==> src/rtl/can_alias_reservation_defines.svh <==
// Assertion macros for the alias reservation block.
// Each expects a clock named clock and a synchronous reset named reset in scope.
`ifndef CAN_ALIAS_RESERVATION_DEFINES_SVH
`define CAN_ALIAS_RESERVATION_DEFINES_SVH

`ifndef SYNTHESIS
`define CAR_ASSERT(label, prop, msg) \
   label: assert property (@(posedge clock) disable iff (reset) prop) else $error(msg);
`define CAR_ASSERT_NEXT(label, pre, post, msg) \
   label: assert property (@(posedge clock) disable iff (reset) (pre) |=> (post)) \
      else $error(msg);
`else
`define CAR_ASSERT(label, prop, msg)
`define CAR_ASSERT_NEXT(label, pre, post, msg)
`endif

`endif

==> src/rtl/car_pkg.sv <==
`default_nettype none

package car_pkg;

   localparam int WAIT_COUNT_BITS = 16;
   localparam int WAIT_TICKS_BITS = 16;
   localparam int NODE_ID_BITS    = 48;
   localparam int ALIAS_BITS      = 12;

   localparam logic [2:0]                 CID_FIRST       = 3'd7;
   localparam logic [2:0]                 CID_LAST        = 3'd4;
   localparam logic [WAIT_TICKS_BITS-1:0] WAIT_TICKS_RESET = 16'd200;

   typedef enum logic [1:0] {
      OP_START = 2'd0,
      OP_SLOT  = 2'd1,
      OP_FRAME = 2'd2,
      OP_TICK  = 2'd3
   } op_type;

   typedef enum logic [1:0] {
      EV_CID     = 2'd0,
      EV_RID     = 2'd1,
      EV_ABANDON = 2'd2
   } event_kind_type;

   typedef enum logic [1:0] {
      PH_IDLE = 2'd0,
      PH_SEND = 2'd1,
      PH_WAIT = 2'd2,
      PH_RID  = 2'd3
   } phase_type;

   typedef enum logic [0:0] {
      CSR_NODE_ID    = 1'b0,
      CSR_WAIT_TICKS = 1'b1
   } csr_index_type;

   typedef struct packed {
      op_type                 operation;
      logic [ALIAS_BITS-1:0]  seen_alias;
   } req_type;

   typedef struct packed {
      event_kind_type         event_kind;
      logic [ALIAS_BITS-1:0]  alias_res;
      logic [2:0]             cid_sequence;
      logic [ALIAS_BITS-1:0]  id_chunk;
   } rsp_type;

   typedef struct packed {
      logic [ALIAS_BITS-1:0]  pending;
      logic [ALIAS_BITS-1:0]  next_seed;
   } draw_type;

   function automatic logic [ALIAS_BITS-1:0] seed_from_id(input logic [NODE_ID_BITS-1:0] id);
      return id[41:30] ^ id[29:18] ^ id[17:6] ^ {6'd0, id[47:42]} ^ {id[5:0], 6'd0};
   endfunction

   // always odd, so a zero draw is followed by a nonzero one
   function automatic logic [ALIAS_BITS-1:0] seed_offset(input logic [NODE_ID_BITS-1:0] id);
      logic [ALIAS_BITS-1:0] fold;
      fold = id[47:36] ^ id[35:24] ^ id[23:12] ^ id[11:0];
      return {fold[ALIAS_BITS-2:0], 1'b1};
   endfunction

   function automatic logic [WAIT_COUNT_BITS-1:0] sat_wait(
      input logic [WAIT_TICKS_BITS-1:0] ticks
   );
      logic [WAIT_TICKS_BITS-1:0] upper;
      upper = ticks >> WAIT_COUNT_BITS;
      if (upper != '0) begin
         return '1;
      end
      return WAIT_COUNT_BITS'(ticks);
   endfunction

endpackage

`default_nettype wire

==> src/rtl/can_alias_reservation.sv <==
// CAN alias reservation.
// Input channel (req_valid / req_stall / req_data): one transaction per event:
// start, transmit slot granted, frame seen (with its source alias) or timer tick.
// Result channel (rsp_valid / rsp_stall / rsp_data): CID frame sent, RID frame
// sent (alias reserved) or alias abandoned; most events produce no result.
// Configuration (csr_we / csr_index / csr_wdata): node ID and wait length, to be
// written only while no transaction is in flight; the block does not enforce it.
// An accepted transaction waits in the input register until the result register
// is free. One transaction is taken every cycle while req_stall is low; each
// event's state update is a single pass between the input and result registers.
// Reset clears both pipeline registers, returns to idle, sets node ID 0 and a
// wait of 200 ticks. While rsp_stall holds a pending result, req_stall rises as
// soon as the input register is full; nothing is dropped.
`default_nettype none

`include "can_alias_reservation_defines.svh"

module can_alias_reservation
   import car_pkg::*;
(
   input  logic                   clock,
   input  logic                   reset,
   input  logic                   req_valid,
   output logic                   req_stall,
   input  req_type                req_data,
   output logic                   rsp_valid,
   input  logic                   rsp_stall,
   output rsp_type                rsp_data,
   input  logic                   csr_we,
   input  csr_index_type          csr_index,
   input  logic [NODE_ID_BITS-1:0] csr_wdata
);

   logic                       in_valid_ff, in_valid_in;
   req_type                    in_data_ff;
   logic                       rsp_valid_ff, rsp_valid_in;
   rsp_type                    rsp_data_ff;

   phase_type                  phase_ff, phase_in;
   logic [NODE_ID_BITS-1:0]    node_id_ff, node_id_in;
   logic [WAIT_TICKS_BITS-1:0] wait_ticks_ff, wait_ticks_in;
   logic [ALIAS_BITS-1:0]      seed_ff, seed_in;
   logic [ALIAS_BITS-1:0]      pending_ff, pending_in;
   logic [2:0]                 cid_count_ff, cid_count_in;
   logic                       conflict_ff, conflict_in;
   logic [WAIT_COUNT_BITS-1:0] wait_count_ff, wait_count_in;

   logic                       out_free;
   logic                       advance;
   logic                       req_accept;
   logic                       res_valid;
   rsp_type                    res;
   logic [2:0]                 seq;
   logic [ALIAS_BITS-1:0]      chunk;
   draw_type                   draw;

   car_alias_gen u_alias_gen (
      .node_id (node_id_ff),
      .seed    (seed_ff),
      .draw    (draw)
   );

   assign out_free   = !rsp_valid_ff || !rsp_stall;
   assign advance    = in_valid_ff && out_free;
   assign req_stall  = in_valid_ff && !out_free;
   assign req_accept = req_valid && !req_stall;
   assign rsp_valid  = rsp_valid_ff;
   assign rsp_data   = rsp_data_ff;

   assign seq = cid_count_ff[2] ? cid_count_ff : CID_LAST;

   always_comb begin
      unique case (seq[1:0])
         2'd3:    chunk = node_id_ff[47:36];
         2'd2:    chunk = node_id_ff[35:24];
         2'd1:    chunk = node_id_ff[23:12];
         default: chunk = node_id_ff[11:0];
      endcase
   end

   // event processing and phase control
   always_comb begin
      phase_in      = phase_ff;
      seed_in       = seed_ff;
      pending_in    = pending_ff;
      cid_count_in  = cid_count_ff;
      conflict_in   = conflict_ff;
      wait_count_in = wait_count_ff;
      res_valid     = 1'b0;
      res           = '{event_kind: EV_ABANDON, alias_res: pending_ff,
                        cid_sequence: 3'd0, id_chunk: '0};

      if (advance) begin
         unique case (in_data_ff.operation)
            OP_START: begin
               if (phase_ff == PH_IDLE) begin
                  phase_in     = PH_SEND;
                  seed_in      = draw.next_seed;
                  pending_in   = draw.pending;
                  cid_count_in = CID_FIRST;
                  conflict_in  = 1'b0;
               end
            end
            OP_SLOT: begin
               if (phase_ff == PH_SEND) begin
                  res_valid = 1'b1;
                  if (conflict_ff) begin
                     // slot spent announcing the abandon; redraw at once
                     seed_in      = draw.next_seed;
                     pending_in   = draw.pending;
                     cid_count_in = CID_FIRST;
                     conflict_in  = 1'b0;
                  end else begin
                     res.event_kind   = EV_CID;
                     res.cid_sequence = seq;
                     res.id_chunk     = chunk;
                     cid_count_in     = seq - 3'd1;
                     if (seq == CID_LAST) begin
                        wait_count_in = sat_wait(wait_ticks_ff);
                        phase_in      = PH_WAIT;
                     end
                  end
               end else if (phase_ff == PH_RID) begin
                  res_valid      = 1'b1;
                  res.event_kind = EV_RID;
                  pending_in     = '0;
                  phase_in       = PH_IDLE;
               end
            end
            OP_FRAME: begin
               if ((phase_ff == PH_SEND || phase_ff == PH_WAIT) &&
                   in_data_ff.seen_alias == pending_ff) begin
                  conflict_in = 1'b1;
               end
            end
            OP_TICK: begin
               if (phase_ff == PH_WAIT) begin
                  if (wait_count_ff <= WAIT_COUNT_BITS'(1)) begin
                     wait_count_in = '0;
                     if (conflict_ff) begin
                        res_valid    = 1'b1;
                        phase_in     = PH_SEND;
                        seed_in      = draw.next_seed;
                        pending_in   = draw.pending;
                        cid_count_in = CID_FIRST;
                        conflict_in  = 1'b0;
                     end else begin
                        phase_in = PH_RID;
                     end
                  end else begin
                     wait_count_in = wait_count_ff - WAIT_COUNT_BITS'(1);
                  end
               end
            end
            default: begin
            end
         endcase
      end

      // a node ID write re-seeds immediately
      node_id_in    = node_id_ff;
      wait_ticks_in = wait_ticks_ff;
      if (csr_we) begin
         unique case (csr_index)
            CSR_NODE_ID: begin
               node_id_in = csr_wdata;
               seed_in    = seed_from_id(csr_wdata);
            end
            CSR_WAIT_TICKS: begin
               wait_ticks_in = csr_wdata[WAIT_TICKS_BITS-1:0];
            end
            default: begin
            end
         endcase
      end
   end

   always_comb begin
      in_valid_in  = req_accept || (in_valid_ff && !out_free);
      rsp_valid_in = out_free ? (advance && res_valid) : rsp_valid_ff;
   end

   always_ff @(posedge clock) begin
      if (reset) begin
         phase_ff <= PH_IDLE;
      end else begin
         phase_ff <= phase_in;
      end
   end

   always_ff @(posedge clock) begin
      if (reset) begin
         in_valid_ff   <= 1'b0;
         rsp_valid_ff  <= 1'b0;
         node_id_ff    <= '0;
         wait_ticks_ff <= WAIT_TICKS_RESET;
         seed_ff       <= seed_from_id('0);
         pending_ff    <= '0;
         cid_count_ff  <= CID_FIRST;
         conflict_ff   <= 1'b0;
         wait_count_ff <= '0;
      end else begin
         in_valid_ff   <= in_valid_in;
         rsp_valid_ff  <= rsp_valid_in;
         node_id_ff    <= node_id_in;
         wait_ticks_ff <= wait_ticks_in;
         seed_ff       <= seed_in;
         pending_ff    <= pending_in;
         cid_count_ff  <= cid_count_in;
         conflict_ff   <= conflict_in;
         wait_count_ff <= wait_count_in;
      end
   end

   always_ff @(posedge clock) begin
      if (req_accept) begin
         in_data_ff <= req_data;
      end
      if (advance && res_valid) begin
         rsp_data_ff <= res;
      end
   end

   `CAR_ASSERT(a_pending_nonzero, (phase_ff != PH_IDLE) |-> (pending_ff != '0), "busy with alias zero")
   `CAR_ASSERT(a_rsp_alias_nonzero, rsp_valid_ff |-> (rsp_data_ff.alias_res != '0), "result alias zero")
   `CAR_ASSERT(a_cid_seq_range, (rsp_valid_ff && rsp_data_ff.event_kind == EV_CID) |-> rsp_data_ff.cid_sequence[2], "CID number out of range")
   `CAR_ASSERT_NEXT(a_in_hold, in_valid_ff && !out_free, in_valid_ff && $stable(in_data_ff), "held transaction lost")
   `CAR_ASSERT_NEXT(a_wait_loaded, advance && phase_ff == PH_SEND && phase_in == PH_WAIT, phase_ff == PH_WAIT && cid_count_ff == 3'd3, "wait not armed")

endmodule

`default_nettype wire

==> src/rtl/car_alias_gen.sv <==
`default_nettype none

module car_alias_gen
   import car_pkg::*;
(
   input  logic [NODE_ID_BITS-1:0] node_id,
   input  logic [ALIAS_BITS-1:0]   seed,
   output draw_type                draw
);

   logic [ALIAS_BITS-1:0] offset;
   logic [ALIAS_BITS-1:0] step1;
   logic [ALIAS_BITS-1:0] step2;

   assign offset = seed_offset(node_id);
   assign step1  = seed + offset;
   assign step2  = step1 + offset;

   // alias zero is never handed out: take the following value instead
   always_comb begin
      if (seed == '0) begin
         draw.pending   = step1;
         draw.next_seed = step2;
      end else begin
         draw.pending   = seed;
         draw.next_seed = step1;
      end
   end

endmodule

`default_nettype wire
==> config.mk <==
export PLATFORM = sky130hd
export DESIGN_NAME = can_alias_reservation
export DESIGN_NICKNAME = d
export VERILOG_FILES = /design/src/rtl/car_pkg.sv /design/src/rtl/can_alias_reservation.sv /design/src/rtl/car_alias_gen.sv
export VERILOG_INCLUDE_DIRS = /design/src /design/src/rtl
export SDC_FILE = /design/constraint.sdc
export NUM_CORES = 1
export LEC_CHECK = 0
export ABC_CLOCK_PERIOD_IN_PS = 7400
export BUFFER_PORTS_ARGS = -buffer_cell sky130_fd_sc_hd__buf_2
export CORE_ASPECT_RATIO = 0.75
export CORE_MARGIN = 1.5
export CORE_UTILIZATION = 33
export CTS_CLUSTER_DIAMETER = 80
export DETAILED_ROUTE_END_ITERATION = 8
export MAX_ROUTING_LAYER = met4
export SLEW_MARGIN = 25
export SYNTH_ARGS = -nofsm -noshare
export SYNTH_HDL_FRONTEND = slang
export SYNTH_HIERARCHICAL = 1
export SYNTH_SLANG_ARGS = --single-unit
==> constraint.sdc <==
create_clock -name clock -period 7.4 [get_ports clock]
set_input_delay 0.37 -clock clock [delete_from_list [all_inputs] [get_ports clock]]
set_output_delay 0.37 -clock clock [all_outputs]
set_load 0.005 [all_outputs]
==> Word-level counts from Yosys, hierarchy flattened <==
Cells that the tools add are included.
{ "word_totals": {"out_inout_bits": 31, "ff_bits": 155, "in_bits": 68, "wordCells": 143} }
{ "classes": {"n_reduce_logical": 26, "mux": 63, "n_eq_ne": 22, "n_bitwise": 11, "add_sub_neg": 4, "magnitude_cmp": 1} }
{ "ops": {"columns": ["operator", "count"], "rows": [
  ["$mux 12", 14],
  ["$pmux 12 s3", 3],
  ["$mux 16", 6],
  ["$xor 12x12->12", 3],
  ["$xor 11x11->11", 3],
  ["$pmux 16 s2", 1],
  ["$add 12x12->12", 2],
  ["$mux 2", 12],
  ["$mux 24", 1],
  ["$mux 3", 6],
  ["$reduce_and 6->1", 3],
  ["$le 16x1->1 const B", 1],
  ["$mux 1", 16],
  ["$ne 2x2->1 const B", 8],
  ["$sub 16x1->16 const B", 1],
  ["$eq 12x12->1", 1],
  ["$eq 2x2->1 const B", 6],
  ["$logic_not 12->1", 1],
  ["$xor 12x6->12", 1],
  ["$ne 3x3->1 const B", 3],
  ["$pmux 3 s3", 1],
  ["$reduce_and 8->1", 1],
  ["$reduce_and 7->1", 1],
  ["$eq 2x1->1 const B", 3],
  ["other kinds (14)", 29]
]} }

==> Longest topological paths before layout <==
Gate-level depths: netlist of run 1.
{ "logic_depth": {"depth_word": 13, "mapped_depth": 21, "depth_no_buf": 21} }

==> Cells and area by module <==
Netlist of run 1, hierarchy kept.
{ "by_module_without_submodules": {"columns": ["module", "seq_area_each_um2", "cells_per_inst", "n_inst", "area_each_um2"], "rows": [
  ["can_alias_reservation", 3533.4, 776, 1, 7020.5],
  ["car_alias_gen", 0.0, 193, 1, 1470.2]
]} }

==> Least setup slack after synthesis of run 1 <==
OpenSTA, ideal clock, no wires.
{ "synth_timing": {"kind": "register -> register", "start": "register node_id_ff[12]", "end": "register seed_ff[11]", "synth_period_minus_slack_ns": 3.913, "arrival_time_ns": 3.818, "setup_ns": 0.095, "required_ns": 7.305, "path_buffers": 0, "stages_incl_launch_ff": 21, "setup_slack_ns": 3.487, "cell_sequence": "dfxtp_1 > xor2_1 > xnor2_1 > ha_1 > a211oi_1 > o21ai_0 > nand3_1 > nand2_1 > xor2_1 > ha_1 > a21o_1 > a21o_1 > a21o_1 > o41ai_2 > xnor2_1 > mux2i_1 > nor2_1 > a21oi_1 > nor2_1 > o21ai_0 > a221oi_1"} }
{ "synth_lines": {"columns": ["item", "line_no", "rtl"], "rows": [
  ["from (decl)", "can_alias_reservation.sv:40", "logic [NODE_ID_BITS-1:0] node_id_ff, node_id_in;"],
  ["from (signal assigned)", "can_alias_reservation.sv:205", "node_id_ff <= node_id_in;"],
  ["to (signal assigned)", "can_alias_reservation.sv:197", "seed_ff <= seed_from_id('0);"],
  ["to (signal assigned)", "can_alias_reservation.sv:207", "seed_ff <= seed_in;"],
  ["to (decl)", "can_alias_reservation.sv:42", "logic [ALIAS_BITS-1:0] seed_ff, seed_in;"]
]} }

==> summary.md, run 1 <==
| Metric | Value |
|---|---|
| Commonest non-fill, non-tap cell in the layout | nand2_1 |
| WP data arrival | 4.80 ns |
| Sw frac | 30.9% |
| Unrepaired setup endpoints after global routing | false |
| Mapped Area | 0.00849 mm^2 |
| Hold Path Depth | 1 |
| Setup TNS | 0 ns |
| Most frequent cells in the layout | nand2_1, dfxtp_1, a21oi_1, buf_2, nor2_1 |
| Gr usage total | 19.5% |
| Num CTS Buffers | 17 |
| Minimum clock period | about 4.5 ns |
| Area of the core | between 0.02 and 0.03 mm^2 |
| Clk Latency, worst-skew pair | 0.43 ns |
| Pint | 1.60 mW |
| Crit path required time | roughly 7.7 ns |
| PwrDens | about 240 mW/mm^2 |
| Slew Limit Fails | 0 |
| HP Class | primary input to flop |
| Routed len/inst | 17.7 um |
| Status | completed |
| Die Area | about 0.027 mm^2 |
| Post-Syn Instances | about 970 |
| Residual DRC | 0 |
| Starting Density | 33.8% |
| Syn_nets | approximately 1,100 |
| Critical path startpoint category | flop |
| Antenna violations before repair | 2 |
| CTS tree | built |
| Seq pwr share | between 40% and 50% |
| Drt pass-1 iters | 5 |
| Post-Syn Area per Cell | 8.76 um^2 |
| Clk sinks | 155 |
| Max-cap violations | 0 |
| Post-synth ARST share | 0% |
| Fmax | between 200 and 250 MHz |
| Total Nets Final | 1,143 |
| Critical path fanouts, max | 6 |
| Critical Path End Type | flop |
| Post-cts repair resize count | 0 |
| Sequential share of the synthesized area | 41.6% |
| Vias per cell | 5.32 |
| Distinct cells, synth | 70 |
| Seq cells post-synth | 155 |
| Combinational fraction of design power | around 23% |
| Io pins | 99 |
| NetSw | 0.717 mW |
| Least-Margin Pin Slew | around 0.94 ns |
| Clock-pin slew on the worst setup and hold paths | about 0.07 ns |
| Dominant synthesized flop cell | dfxtp_1 |
| Routability cong. | approximately 0.9 |
| Reg2reg path depth | 20 |
| Initial DRC count | 701 |
| DIE WIDTH | roughly 190 um |
| Worst Skew | 0.0102 ns |
| Core Rows | 50 |
| Leak | 3.86 nW |
| Critical path class | flop to flop |
| Final Cell Area | about 0.0099 mm^2 |
| Global route total overflow | 0 |
| Clk pwr share | a little over a third |
| Largest net degree at the start of global routing | 99 |
| VDD IR max | 0.000186 V |
| Vias in the first global route | 6,999 |
| Share of cells above drive strength 1 | 16.1% |
| Final antenna-violating net count | 0 |
| Drt total wl | 24.6 mm |
| Clock Path Buffers | 2 |
| Number of synthesized flops with an enable pin | 43 |
| Reg2Reg Setup Slack | 2.86 ns |
| Hold-fix buffers, CTS | 0 |
| H-Tree Level Count | 4 |
| CTS root buffer | clkbuf_16 |
| Synth warnings | 6 |
| DPL Wire Length | 17.7 mm |
| First-pass GRT wire length | 39.4 mm |
| Slew HR | 37.5% |
| IO buf count | 98 |
| Final Hold Viols | 0 |
| Post-CTS Setup Inserts | 0 |
| Chip height | 142 um |
| Total number of vias | 7,432 |
| Layout area overhead | 16.0% |
| Period utilization | 61.3% |
| Final setup fails | 0 |
| Placed Area | 0.00927 mm^2 |
-- final timing paths --
| kind | end | startpoint |
|---|---|---|
| worst max-delay path | seed_ff[11] | node_id_ff[12] |
| worst min-delay path | in_data_ff[13] | req_data[13] |
| worst max register to register | seed_ff[11] | node_id_ff[12] |
| worst min register to register | wait_ticks_ff[13] | wait_ticks_ff[13] |
-- power groups by stage --
stage	sequential (mW)	clock, mW	combinational, mW
2_1_floorplan	0.940	0	0.393
3_3_place_gp	0.950	0	0.525
3_5_place_dp	0.950	0	0.526
4_1_cts	0.932	0.864	0.529
5_1_grt	0.936	0.904	0.592
6_report	0.932	0.849	0.538
-- synthesized netlist by cell type, types with 14 or more instances --
| cell | n | area [um^2] |
|---|---|---|
| a21oi_1 | 104 | 521 |
| a21o_1 | 14 | 105 |
| inv_1 | 18 | 67.6 |
| nor3_1 | 16 | 80.1 |
| dfxtp_1 | 112 | 2240 |
| o21ai_0 | 36 | 180 |
| nand2_1 | 179 | 672 |
| nor2_1 | 68 | 255 |
| edfxtp_1 | 43 | 1290 |
| xnor2_1 | 63 | 552 |
| clkbuf_1 | 42 | 158 |
| xor2_1 | 39 | 342 |
| ha_1 | 31 | 388 |
-- cell families after synthesis --
family | count (synthesis) | synth area share, %
AND/OR/NAND/NOR | 336 | 17.6
AO/OA/AOI/OAI | 267 | 21.3
flip-flops | 155 | 41.6
XOR/XNOR | 102 | 10.5
buffers and inverters | 69 | 3.14
adder cells (fa/ha/maj) | 32 | 4.80
multiplexers | 8 | 0.958
-- flip-flops by register name, summed over array words and instances (netlist names) --
name           count
cid_count_ff       3
conflict_ff        1
in_data_ff        14
in_valid_ff        1
node_id_ff        48
pending_ff        12
phase_ff           2
rsp_data          29
rsp_valid          1
seed_ff           12
wait_count_ff     16
wait_ticks_ff     16
-- per-layer routing --
| layer | global-route usage, % | up-vias | share of wire [%] |
|---|---|---|---|
| met5 | - | - | 0 |
| met4 | 4.42 | 0 | 1.6 |
| met3 | 4.48 | 21 | 6.7 |
| met2 | 26.3 | 256 | 40 |
| met1 | 28.9 | 3543 | 52 |
| li1 | - | 3612 | - |
-- critical path, stage by stage, from the launching register on --
cell      delay, ns
dfxtp_1        0.33
xor2_1         0.17
xnor2_1        0.31
ha_1           0.35
a211oi_1       0.36
o21ai_0        0.21
nand3_1        0.13
nand2_1        0.10
xor2_1         0.26
ha_1           0.35
a21o_1         0.22
a21o_1         0.19
a21o_1         0.19
o41ai_2        0.34
xnor2_1        0.15
mux2i_1        0.19
nor2_1         0.06
a21oi_1        0.13
nor2_1         0.05
o21ai_0        0.18
a221oi_1       0.10
-- cell type report --
| cell class | count | area, um^2 |
|---|---|---|
| Sequential cell | 155 | 3530 |
| Inverter | 19 | 71.3 |
| Timing Repair Buffer | 105 | 549 |
| Antenna cell | 2 | 5.00 |
| Clock buffer | 20 | 457 |
| Clock inverter | 12 | 109 |
| Tap cell | 338 | 423 |
| Multi-Input combinational cell | 745 | 4700 |
| Fill cell | 2593 | 15200 |
-- metrics by stage --
stage / worst slack [ns] / hold WS (ns) / utilization, % / total power [mW] / instances
2_1_floorplan: 3.49 / 0.432 / - / 1.33 / 969
3_3_place_gp: 3.02 / 0.442 / 37.0 / 1.48 / 1362
3_5_place_dp: 2.92 / 0.445 / 37.0 / 1.48 / 1362
4_1_cts: 2.88 / 0.0992 / 39.2 / 2.33 / 1394
5_1_grt: 2.48 / 0.0928 / 39.3 / 2.43 / 1396
6_report: 2.86 / 0.110 / 39.3 / 2.32 / 1396
(Power assumes the default switching activity.)
==> run 2, diff against run 1 <==
--- a/config.mk
+++ b/config.mk
@@ -6,7 +6,7 @@
 export SDC_FILE = /design/constraint.sdc
 export NUM_CORES = 1
 export LEC_CHECK = 0
-export ABC_CLOCK_PERIOD_IN_PS = 7400
+export ABC_CLOCK_PERIOD_IN_PS = 4580
 export BUFFER_PORTS_ARGS = -buffer_cell sky130_fd_sc_hd__buf_2
 export CORE_ASPECT_RATIO = 0.75
 export CORE_MARGIN = 1.5
==> constraint.sdc (replaced) <==
create_clock -name clock -period 4.58 [get_ports clock]
set_input_delay 0.229 -clock clock [delete_from_list [all_inputs] [get_ports clock]]
set_output_delay 0.229 -clock clock [all_outputs]
set_load 0.005 [all_outputs]
==> summary.md, run 2 (synthesized netlist as in run 1, its figures left out) <==
| Metric | Value |
|---|---|
| Clock-pin slew on the worst setup and hold paths | about 0.060 ns |
| Residual DRC | 0 |
| Area of the core | around 0.025 mm^2 |
| Clk Latency, worst-skew pair | 0.44 ns |
| Crit path required time | 4.90 ns |
| Share of cells above drive strength 1 | between 10% and 20% |
| Num CTS Buffers | 17 |
| Critical path startpoint category | flop |
| Critical path fanouts, max | 6 |
| Total Nets Final | 1,161 |
| Max reg flops | 48 |
| Drt total wl | 24.8 mm |
| Die Area | 0.0267 mm^2 |
| Seq pwr share | 39.8% |
| Drt pass-1 iters | 6 |
| Initial DRC count | 621 |
| VDD IR max | 0.000273 V |
| Final antenna-violating net count | 0 |
| Least-Margin Pin Slew | about 0.89 ns |
| Commonest non-fill, non-tap cell in the layout | nand2_1 |
| Core Rows | 50 |
| Vias in the first global route | 6,878 |
| Final Cell Area | 0.0101 mm^2 |
| NetSw | 1.16 mW |
| Final setup fails | 0 |
| Critical Path End Type | flop |
| Clk sinks | 155 |
| Max-cap violations | 0 |
| Routability cong. | a little over 0.9 |
| Critical path class | flop to flop |
| Leak | 3.96 nW |
| Slew Limit Fails | 0 |
| Total number of vias | about 7,500 |
| Routed len/inst | 17.5 um |
| Most frequent cells in the layout | nand2_1, dfxtp_1, a21oi_1, buf_2, nor2_1 |
| WP data arrival | 4.62 ns |
| Chip height | 142 um |
| Placed Area | 0.00930 mm^2 |
| Clk pwr share | 35.9% |
| DIE WIDTH | 188 um |
| Clock Path Buffers | 2 |
| Gr usage total | 19.4% |
| Antenna violations before repair | 2 |
| Vias per cell | about 5.3 |
| Layout area overhead | 18.8% |
| Slew HR | 40.5% |
| Largest net degree at the start of global routing | 74 |
| Global route total overflow | 0 |
| First-pass GRT wire length | 38.8 mm |
| Largest Register | node_id_ff |
| Pint | 2.62 mW |
| H-Tree Level Count | 4 |
| Fmax | 233 MHz |
| DPL Wire Length | around 18 mm |
| Status | completed |
| Starting Density | 33.8% |
| Period utilization | 93.8% |
| IO buf count | between 90 and 100 |
| Io pins | 99 |
| CTS root buffer | clkbuf_16 |
| CTS tree | built |
| PwrDens | 375 mW/mm^2 |
| Sw frac | 30.6% |
| Worst Skew | 0.0157 ns |
| Final Hold Viols | 0 |
| HP Class | primary input to flop |
| Minimum clock period | ~4.3 ns |
| Combinational fraction of design power | 24.2% |
| Tot Pwr | around 3.8 mW |
## run 2: cell types whose count changed in the layout (fill, tap and decap cells not counted), sizes merged
cell | before | now
clkinvlp | 0 | 1
clkbuf | 20 | 22
dlygate4sd3 | 0 | 14
inv | 25 | 21
buf | 105 | 109
## run 2: worst paths after layout
check / cells after the start / endpoint / startpoint / slack, ns
setup / recovery: 18 / seed_ff[11] / node_id_ff[17] / 0.28
hold / removal: 3 / in_valid_ff / req_valid / 0.02
setup reg to reg: 18 / seed_ff[11] / node_id_ff[17] / 0.28
hold reg to reg: 2 / node_id_ff[11] / node_id_ff[11] / 0.46
## run 2: timing repair
| item | CTS | global route |
|---|---|---|
| setup buffers | 0 | 1 |
| hold buffers | 14 | 0 |
| resized for setup | 0 | 12 |
| endpoints found under the hold margin | 14 | 0 |
| endpoints found under the setup margin | 0 | 1 |
## run 2: area by class of cell
type	count	area [um^2]
tap	338	423
clock inverter	9	90.1
fill	2529	15000
clock buffer	22	467
sequential	155	3530
timing repair buffer	123	716
antenna	2	5.00
multi-input combinational	745	4780
inverter	19	71.3
## run 2: per-stage QoR
| stage | setup TNS, ns | std cells | hold slack, ns | utilization, % | setup slack (ns) |
|---|---|---|---|---|---|
| after floorplan | 0 | 969 | 0.328 | - | 0.667 |
| after global placement | 0 | 1365 | 0.409 | 37.1 | 0.227 |
| after detailed placement | 0 | 1365 | 0.408 | 37.1 | 0.124 |
| after CTS | 0 | 1410 | 0.0113 | 39.8 | 0.0736 |
| after global routing | -0.00583 | 1413 | 0.0431 | 40.2 | -0.00583 |
| final | 0 | 1413 | 0.0238 | 40.2 | 0.283 |
## run 2: layer usage
| metal | wire length (um) | global-route usage, % |
|---|---|---|
| met1 | 12100 | 28.0 |
| met2 | 10200 | 27.0 |
| met3 | 2230 | 4.58 |
| met4 | 246 | 4.67 |
| met5 | 0 | - |
## run 2: power by group through the flow
stage | logic, mW | registers (mW) | clock network [mW]
3_3_place_gp | 0.866 | 1.53 | 0
3_5_place_dp | 0.864 | 1.53 | 0
4_1_cts | 0.879 | 1.50 | 1.38
2_1_floorplan | 0.635 | 1.52 | 0
6_report | 0.915 | 1.51 | 1.36
5_1_grt | 1.01 | 1.51 | 1.44
## run 2: critical path, stage by stage (launching register included)
cell and delay [ns]:
dfxtp_1 0.33, xor2_1 0.18, xnor2_1 0.35, ha_1 0.35, a21oi_1 0.33, nand2_1 0.21, xor2_2 0.22, ha_2 0.34
a21o_1 0.21, a21o_1 0.17, a21o_1 0.20, o41ai_2 0.33, xnor2_1 0.19, mux2i_1 0.13, nor2_1 0.11, a21oi_1 0.05
nor2_1 0.09, o21ai_0 0.10, a221oi_1 0.29
